[config.mk]
export PLATFORM = sky130hd
export DESIGN_NAME = triggered_ring_capture
export DESIGN_NICKNAME = d
export VERILOG_FILES = /design/src/rtl/trc_pkg.sv /design/src/rtl/trc_store.sv /design/src/rtl/triggered_ring_capture.sv
export SDC_FILE = /design/constraint.sdc
export NUM_CORES = 2
export LEC_CHECK = 0
export ABC_CLOCK_PERIOD_IN_PS = 4300
export BUFFER_PORTS_ARGS = -buffer_cell sky130_fd_sc_hd__buf_2
export CORE_MARGIN = 8
export CORE_UTILIZATION = 63
export CTS_CLUSTER_DIAMETER = 200
export DETAILED_ROUTE_END_ITERATION = 6
export MAX_ROUTING_LAYER = met4
export PLACE_DENSITY_LB_ADDON = 0.08
export SLEW_MARGIN = 20
export SYNTH_ARGS = -nofsm -noshare
export SYNTH_HDL_FRONTEND = slang
export SYNTH_SLANG_ARGS = --single-unit
[constraint.sdc]
create_clock -name clk -period 4.3 [get_ports clk]
set_clock_uncertainty 0.2 [all_clocks]
set_input_delay 0.215 -clock clk [delete_from_list [all_inputs] [get_ports clk]]
set_output_delay 0.215 -clock clk [all_outputs]
set_load 0.02 [all_outputs]
[src/rtl/trc_pkg.sv]
`timescale 1ns / 1ps

package trc_pkg;

	typedef enum logic [1:0] {
		FUNC_SAMPLE  = 2'd0,
		FUNC_TRIGGER = 2'd1,
		FUNC_READ    = 2'd2,
		FUNC_REARM   = 2'd3
	} func_t;

	typedef struct packed {
		func_t      func;
		logic [7:0] sample_value;
		logic [7:0] read_offset;
	} req_t;

	typedef struct packed {
		logic [7:0] read_data;
		logic       is_frozen;
		logic       is_armed;
		logic [7:0] write_position;
	} rsp_t;

	localparam logic [7:0] POST_TRIGGER_RESET = 8'd128;

endpackage

[src/rtl/trc_store.sv]
`timescale 1ns / 1ps

module trc_store #(
	parameter int DEPTH = 256,
	parameter int WIDTH = 8
) (
	input  logic                     clk,
	input  logic                     wr_en,
	input  logic [$clog2(DEPTH)-1:0] wr_addr,
	input  logic [WIDTH-1:0]         wr_data,
	input  logic                     rd_en,
	input  logic [$clog2(DEPTH)-1:0] rd_addr,
	output logic [WIDTH-1:0]         rd_data
);

	logic [WIDTH-1:0] mem [DEPTH];
	logic [WIDTH-1:0] rd_data_q;

	always_ff @(posedge clk) begin
		if (wr_en) begin
			mem[wr_addr] <= wr_data;
		end
		if (rd_en) begin
			rd_data_q <= mem[rd_addr];
		end
	end

	assign rd_data = rd_data_q;

endmodule

[src/rtl/triggered_ring_capture.sv]
`timescale 1ns / 1ps

// Circular sample capture with a post-trigger stop point. Each request transaction
// (sample, trigger, read, rearm) yields one response transaction with the status after
// that request. A new request is taken every cycle unless rsp_stall backs up into req_stall;
// a response passes through the registered read port of the sample memory and the output
// register behind it. A sample taken while frozen leaves the buffer untouched. Read
// offset 0 returns the oldest entry; reads of never-written entries return undefined data.
module triggered_ring_capture #(
	parameter int BUFFER_DEPTH = 256,
	parameter int SAMPLE_BITS  = 8
) (
	input  logic          clk,
	input  logic          arst_n,
	input  logic          req_valid,
	output logic          req_stall,
	input  trc_pkg::req_t req,
	output logic          rsp_valid,
	input  logic          rsp_stall,
	output trc_pkg::rsp_t rsp,
	input  logic          cfg_valid,
	output logic          cfg_ready,
	input  logic [7:0]    cfg_data
);

	import trc_pkg::*;

	localparam int PW = $clog2(BUFFER_DEPTH);
	localparam logic [PW:0] DEPTH_W = (PW+1)'(BUFFER_DEPTH);
	localparam logic [PW-1:0] LAST_IDX = PW'(BUFFER_DEPTH - 1);
	localparam logic [PW-1:0] POST_RESET_MOD = PW'(int'(POST_TRIGGER_RESET) % BUFFER_DEPTH);

	logic [PW-1:0] mod_lut [256];

	for (genvar i = 0; i < 256; i++) begin : g_mod
		assign mod_lut[i] = PW'(i % BUFFER_DEPTH);
	end

	logic [PW-1:0] wp_q, stop_q, post_q;
	logic          armed_q, frozen_q;
	logic [PW-1:0] wp_n, stop_n, wp_inc, stop_calc, rd_addr;
	logic          armed_n, frozen_n;
	logic [PW:0]   stop_sum, rd_sum;
	logic          accept, wr_en, rd_en;
	logic          valid_s1, frozen_s1, armed_s1, is_read_s1;
	logic [7:0]    wpos_s1;
	logic          rsp_valid_q, adv;
	rsp_t          rsp_q;
	logic [SAMPLE_BITS-1:0] rd_data;

	assign accept    = req_valid && !req_stall;
	assign adv       = valid_s1 && (!rsp_valid_q || !rsp_stall);
	assign req_stall = valid_s1 && rsp_valid_q && rsp_stall;
	assign cfg_ready = 1'b1;

	assign wp_inc    = (wp_q == LAST_IDX) ? '0 : wp_q + PW'(1);
	assign stop_sum  = {1'b0, wp_q} + {1'b0, post_q};
	assign stop_calc = (stop_sum >= DEPTH_W) ? PW'(stop_sum - DEPTH_W) : PW'(stop_sum);
	assign rd_sum    = {1'b0, wp_q} + {1'b0, mod_lut[req.read_offset]};
	assign rd_addr   = (rd_sum >= DEPTH_W) ? PW'(rd_sum - DEPTH_W) : PW'(rd_sum);

	always_comb begin
		wp_n     = wp_q;
		stop_n   = stop_q;
		armed_n  = armed_q;
		frozen_n = frozen_q;
		wr_en    = 1'b0;
		rd_en    = 1'b0;
		unique case (req.func)
			FUNC_SAMPLE: begin
				if (!frozen_q) begin
					wr_en = accept;
					wp_n  = wp_inc;
					if (armed_q && wp_inc == stop_q) begin
						frozen_n = 1'b1;
					end
				end
			end
			FUNC_TRIGGER: begin
				if (!armed_q) begin
					armed_n = 1'b1;
					stop_n  = stop_calc;
				end
			end
			FUNC_READ: begin
				rd_en = accept;
			end
			FUNC_REARM: begin
				armed_n  = 1'b0;
				frozen_n = 1'b0;
			end
			default: begin
			end
		endcase
	end

	always_ff @(posedge clk or negedge arst_n) begin
		if (!arst_n) begin
			wp_q     <= '0;
			stop_q   <= '0;
			armed_q  <= 1'b0;
			frozen_q <= 1'b0;
			post_q   <= POST_RESET_MOD;
		end else begin
			if (accept) begin
				wp_q     <= wp_n;
				stop_q   <= stop_n;
				armed_q  <= armed_n;
				frozen_q <= frozen_n;
			end
			if (cfg_valid && cfg_ready) begin
				post_q <= mod_lut[cfg_data];
			end
		end
	end

	trc_store #(
		.DEPTH (BUFFER_DEPTH),
		.WIDTH (SAMPLE_BITS)
	) u_store (
		.clk     (clk),
		.wr_en   (wr_en),
		.wr_addr (wp_q),
		.wr_data (SAMPLE_BITS'(req.sample_value)),
		.rd_en   (rd_en),
		.rd_addr (rd_addr),
		.rd_data (rd_data)
	);

	always_ff @(posedge clk or negedge arst_n) begin
		if (!arst_n) begin
			valid_s1    <= 1'b0;
			rsp_valid_q <= 1'b0;
		end else begin
			if (accept) begin
				valid_s1 <= 1'b1;
			end else if (adv) begin
				valid_s1 <= 1'b0;
			end
			if (adv) begin
				rsp_valid_q <= 1'b1;
			end else if (!rsp_stall) begin
				rsp_valid_q <= 1'b0;
			end
		end
	end

	always_ff @(posedge clk) begin
		if (accept) begin
			frozen_s1  <= frozen_n;
			armed_s1   <= armed_n;
			wpos_s1    <= 8'(wp_n);
			is_read_s1 <= (req.func == FUNC_READ);
		end
		if (adv) begin
			rsp_q.read_data      <= is_read_s1 ? 8'(rd_data) : 8'd0;
			rsp_q.is_frozen      <= frozen_s1;
			rsp_q.is_armed       <= armed_s1;
			rsp_q.write_position <= wpos_s1;
		end
	end

	assign rsp_valid = rsp_valid_q;
	assign rsp       = rsp_q;

	a_frozen_armed: assert property (@(posedge clk) disable iff (!arst_n)
		frozen_q |-> armed_q)
		else $error("frozen without armed");

	a_ptr_range: assert property (@(posedge clk) disable iff (!arst_n)
		({1'b0, wp_q} < DEPTH_W) && ({1'b0, stop_q} < DEPTH_W))
		else $error("pointer beyond depth");

	a_frozen_hold: assert property (@(posedge clk) disable iff (!arst_n)
		(accept && req.func == FUNC_SAMPLE && frozen_q) |=> $stable(wp_q))
		else $error("pointer moved while frozen");

	a_stall_full: assert property (@(posedge clk) disable iff (!arst_n)
		req_stall |-> (valid_s1 && rsp_valid_q))
		else $error("stall with free pipeline");

endmodule

==> metrics.md <==
| Metric | Value |
|---|---|
| Status | completed |
| Grt ovf | 0 |
| Vias per cell | 6.71 |
| Core footprint | between 0.1 and 0.15 mm^2 |
| R2r setup slk | about 0.049 ns |
| Register area share after synthesis | 76.4% |
| TNS Setup | 0 ns |
| Commonest cells in the synthesized netlist | edfxtp_1 (2085), mux4_2 (572), nand2_1 (302), nor2_1 (276), clkbuf_1 (111) |
| Worst hold slack | 0.0875 ns |
| CP Data Arrival Time | 4.74 ns |
| Final nets | 4321 |
| GP Congestion | around 0.88 |
| Global-route wire length before repair | ~290000 um |
| Worst Slack Setup Final | slightly below 0.05 ns |
| Worst Path Max Fanout | 15 |
| Syn nets | between 4000 and 5000 |
| Number of max-slew violations in the final report | 0 |
| RR Endpoint | u_store.rd_data[3] |
| Cts bufs inserted | 201 |
| Die X | 379 um |
| Highest Signal Layer | met4 |
| Crit share post-route | 98.9% |
| Largest net degree at the start of global routing | about 150 |
| Crit Reg-Reg Startpoint | wp_q[1] |
| Met1 WL | 76500 um |
| Synth area leader | edfxtp_1 |
| Root Buffer | clkbuf_16 |
| Num ports | 52 |
| WP data required | 4.78 ns |
| Filler cells | 7706 |
| CP Class | flip-flop to flip-flop |
| H-Tree Level Count | 4 |
| Starting DRC count in detailed routing | 5219 |
| CTS max path bufs | 3 |
| Placed Area | about 0.087 mm^2 |
| Synthesis Warnings | 0 |
| Final instance area | ~0.094 mm^2 |
| Flop and latch count out of synthesis | 2113 |
| Mapped Area | 0.0828 mm^2 |
| Drt first pass iters | 6 |
| Pwr/cell area | roughly 650 mW/mm^2 |
| DR WL/cell | 32.7 um |
| Slew HR | 17.9% |
| # setup viols final | 0 |
| Post-CTS Setup Bufs | 0 |
| Routed vias | between 40000 and 50000 |
| Starting Density | 63.2% |
| Share of the synthesized area in the top cell type | 75.6% |
| Crit end category | flip-flop |
| Unique masters post-synth | 57 |
| Most frequent cell after synthesis | edfxtp_1 |
| Dominant synthesized flop cell | edfxtp_1 |
| Gate Count Post-Synth | 3957 |
| Worst-Margin Slew | 1.23 ns |
| LEAKAGE | just under 30 nW |
| Vias in the first global route | approximately 42000 |
| Worst vdd rail ir drop | around 500 uV |
| Residual DRC count | 0 |
| Die area | 0.143 mm^2 |
| Global-route usage over all layers | 29.3% |
| Worst reg-to-reg path cell count | 14 |
| Die Ht | 379 um |
| RSZ-0062 raised after global routing | no |
| WL final | 202000 um |
| Fmax achieved | roughly 240 MHz |
| Async set-or-reset flop fraction in the synthesized netlist | 1.33% |
| PortBufs | 50 |
| Hold Startpoint | req[7] |
| Fin. Hold Viols | 0 |
| Max Cap Violations | 0 |
| Final ANT Viol Nets | 0 |
| Clock sinks | 2113 |
| Post-synth EDFFs | approximately 2100 |
| Avg Cell Area, Syn | 20.9 um^2 |
| Final Critical Period | 4.25 ns |
| HPWL Detailed | approximately 120000 um |
| Skew-Pair Late Insertion Delay | around 0.8 ns |
| Hold Crit Depth | 6 |
| Routed wl met2 | 99300 um |
| Startpoint Class | flip-flop |
| HP Class | input pin to flip-flop |
| Initial antenna violation count | 4 |
| Area contributors post-synth | edfxtp_1 (76%), mux4_2 (16%), nand2_1 (1.4%) |
| TritonCTS clock tree | built |
| Area grow syn2layout | 12.9% |
| Worst Hold End | u_store.rd_data[6] |
| Met3 Wirelength | 19200 um |
| Placement Rows | 133 |
| Pwr Total | around 0.06 W |
| Share of layout cells above drive strength 1 | a little over a quarter |
| Pre-CTS setup slack | -0.133 ns |
| Clock Pin Slew Worst Setup and Hold Paths | around 0.06 ns |
==> layer usage <==
metal	GRT usage (%)	vias up
li1	-	16900
met1	40.1	21900
met2	45.7	2326
met3	5.46	380
met4	9.67	0
met5	-	-
==> state kept, by name, indices dropped and copies added, names as in the netlist <==
| register | flops |
|---|---|
| post_q | 8 |
| valid_s1 | 1 |
| u_store.mem | 2048 |
| frozen_q | 1 |
| rsp | 18 |
| is_read_s1 | 1 |
| stop_q | 8 |
| wp_q | 8 |
| u_store.rd_data | 8 |
| rsp_valid | 1 |
| frozen_s1 | 1 |
| armed_q | 1 |
| armed_s1 | 1 |
| wpos_s1 | 8 |
==> stage by stage <==
step	std cells	util, %
after floorplan	3957	-
after global placement	5775	66.2
after detailed placement	5775	66.2
after CTS	6181	71.4
after global routing	6185	71.4
final	6185	71.4
==> logic make-up (layout without fill, tap and decap cells) <==
logic type	count (synthesis)	count (layout)	synth area share, %
simple gates	767	767	3.89
mux	610	610	16.0
other cells	1	4	0.00453
xor+xnor	32	32	0.370
fa+ha+maj	23	23	0.366
compound gates	161	161	1.36
buf+inv	250	720	1.53
flops	2113	2113	76.4
==> cell usage in the layout (no fill, tap or decap), types with 9 or more instances in the layout <==
cell type / netlist / layout
nand2_1: 302 / 301
nor2_1: 276 / 275
dfrtp_1: 27 / 27
o21ai_0: 28 / 28
a311oi_1: 17 / 15
buf_12: 1 / 50
o22ai_1: 10 / 10
o21a_1: 14 / 14
bufinv_16: 0 / 16
mux2i_1: 29 / 28
xnor2_1: 21 / 18
dlygate4sd3_1: 0 / 43
inv_1: 19 / 19
buf_4: 46 / 194
ha_1: 21 / 20
a21oi_1: 21 / 21
o2111ai_1: 14 / 14
nor3_1: 14 / 14
a32oi_1: 15 / 15
a31oi_1: 16 / 16
clkinv_2: 0 / 29
buf_2: 53 / 42
edfxtp_1: 2085 / 2085
and3_1: 34 / 34
mux4_2: 572 / 572
clkbuf_16: 0 / 207
nand3_1: 99 / 99
mux2_2: 9 / 9
and2_1: 10 / 10
clkinv_1: 0 / 46
clkbuf_1: 111 / 46
==> what timing repair did <==
action,4_1_cts,5_1_grt
hold endpoints to repair,536,1
gates cloned,0,0
setup endpoints to repair,1,5
hold buffers,43,1
gates resized for setup,2,4
==> where the power goes <==
group          total [W]  internal (W)  leakage, nW  switching, W
clock network     0.0171       0.00974         3.08       0.00741
registers         0.0229        0.0228         19.1      0.000105
logic             0.0209       0.00916         7.51        0.0118
total             0.0610        0.0417         29.7        0.0193
==> final cells by class <==
| type | instances | area (um^2) | share of cell area [%] |
|---|---|---|---|
| clock inverter | 110 | 983 | 1.05 |
| timing repair buffer | 338 | 3220 | 3.44 |
| tap | 1755 | 2200 | 2.35 |
| clock buffer | 253 | 5350 | 5.72 |
| multi-input combinational | 1594 | 18400 | 19.7 |
| inverter | 19 | 71.3 | 0.0762 |
| sequential | 2113 | 63300 | 67.7 |
| antenna | 3 | 7.51 | 0.00803 |
==> worst max-delay path, stage by stage, from the launching register on <==
cell and delay, ns:
dfrtp_1 0.38, buf_4 0.17, ha_1 0.28, nand3_1 0.12
and2_4 0.20, xnor2_2 0.59, nor2_1 0.29, buf_4 0.31
a32oi_1 0.39, buf_4 0.18, o21a_1 0.18, o22ai_1 0.10
buf_4 0.17, o21ai_0 0.33, and3_1 0.22
==> worst max path at each step <==
stage | end | depth (start not counted) | slack, ns | start
finish | u_store.rd_data[3] | 14 | 0.05 | wp_q[1]
global route | u_store.rd_data[0] | 13 | 0.002 | wp_q[0]
CTS | u_store.rd_data[1] | 13 | 0.04 | wp_q[0]
detailed placement | u_store.rd_data[6] | 12 | -0.13 | wp_q[0]
global placement | u_store.rd_data[6] | 12 | -0.15 | wp_q[0]
floorplan | u_store.rd_data[6] | 12 | 0.59 | wp_q[0]
No activity file was read; power rests on OpenSTA's default activity.
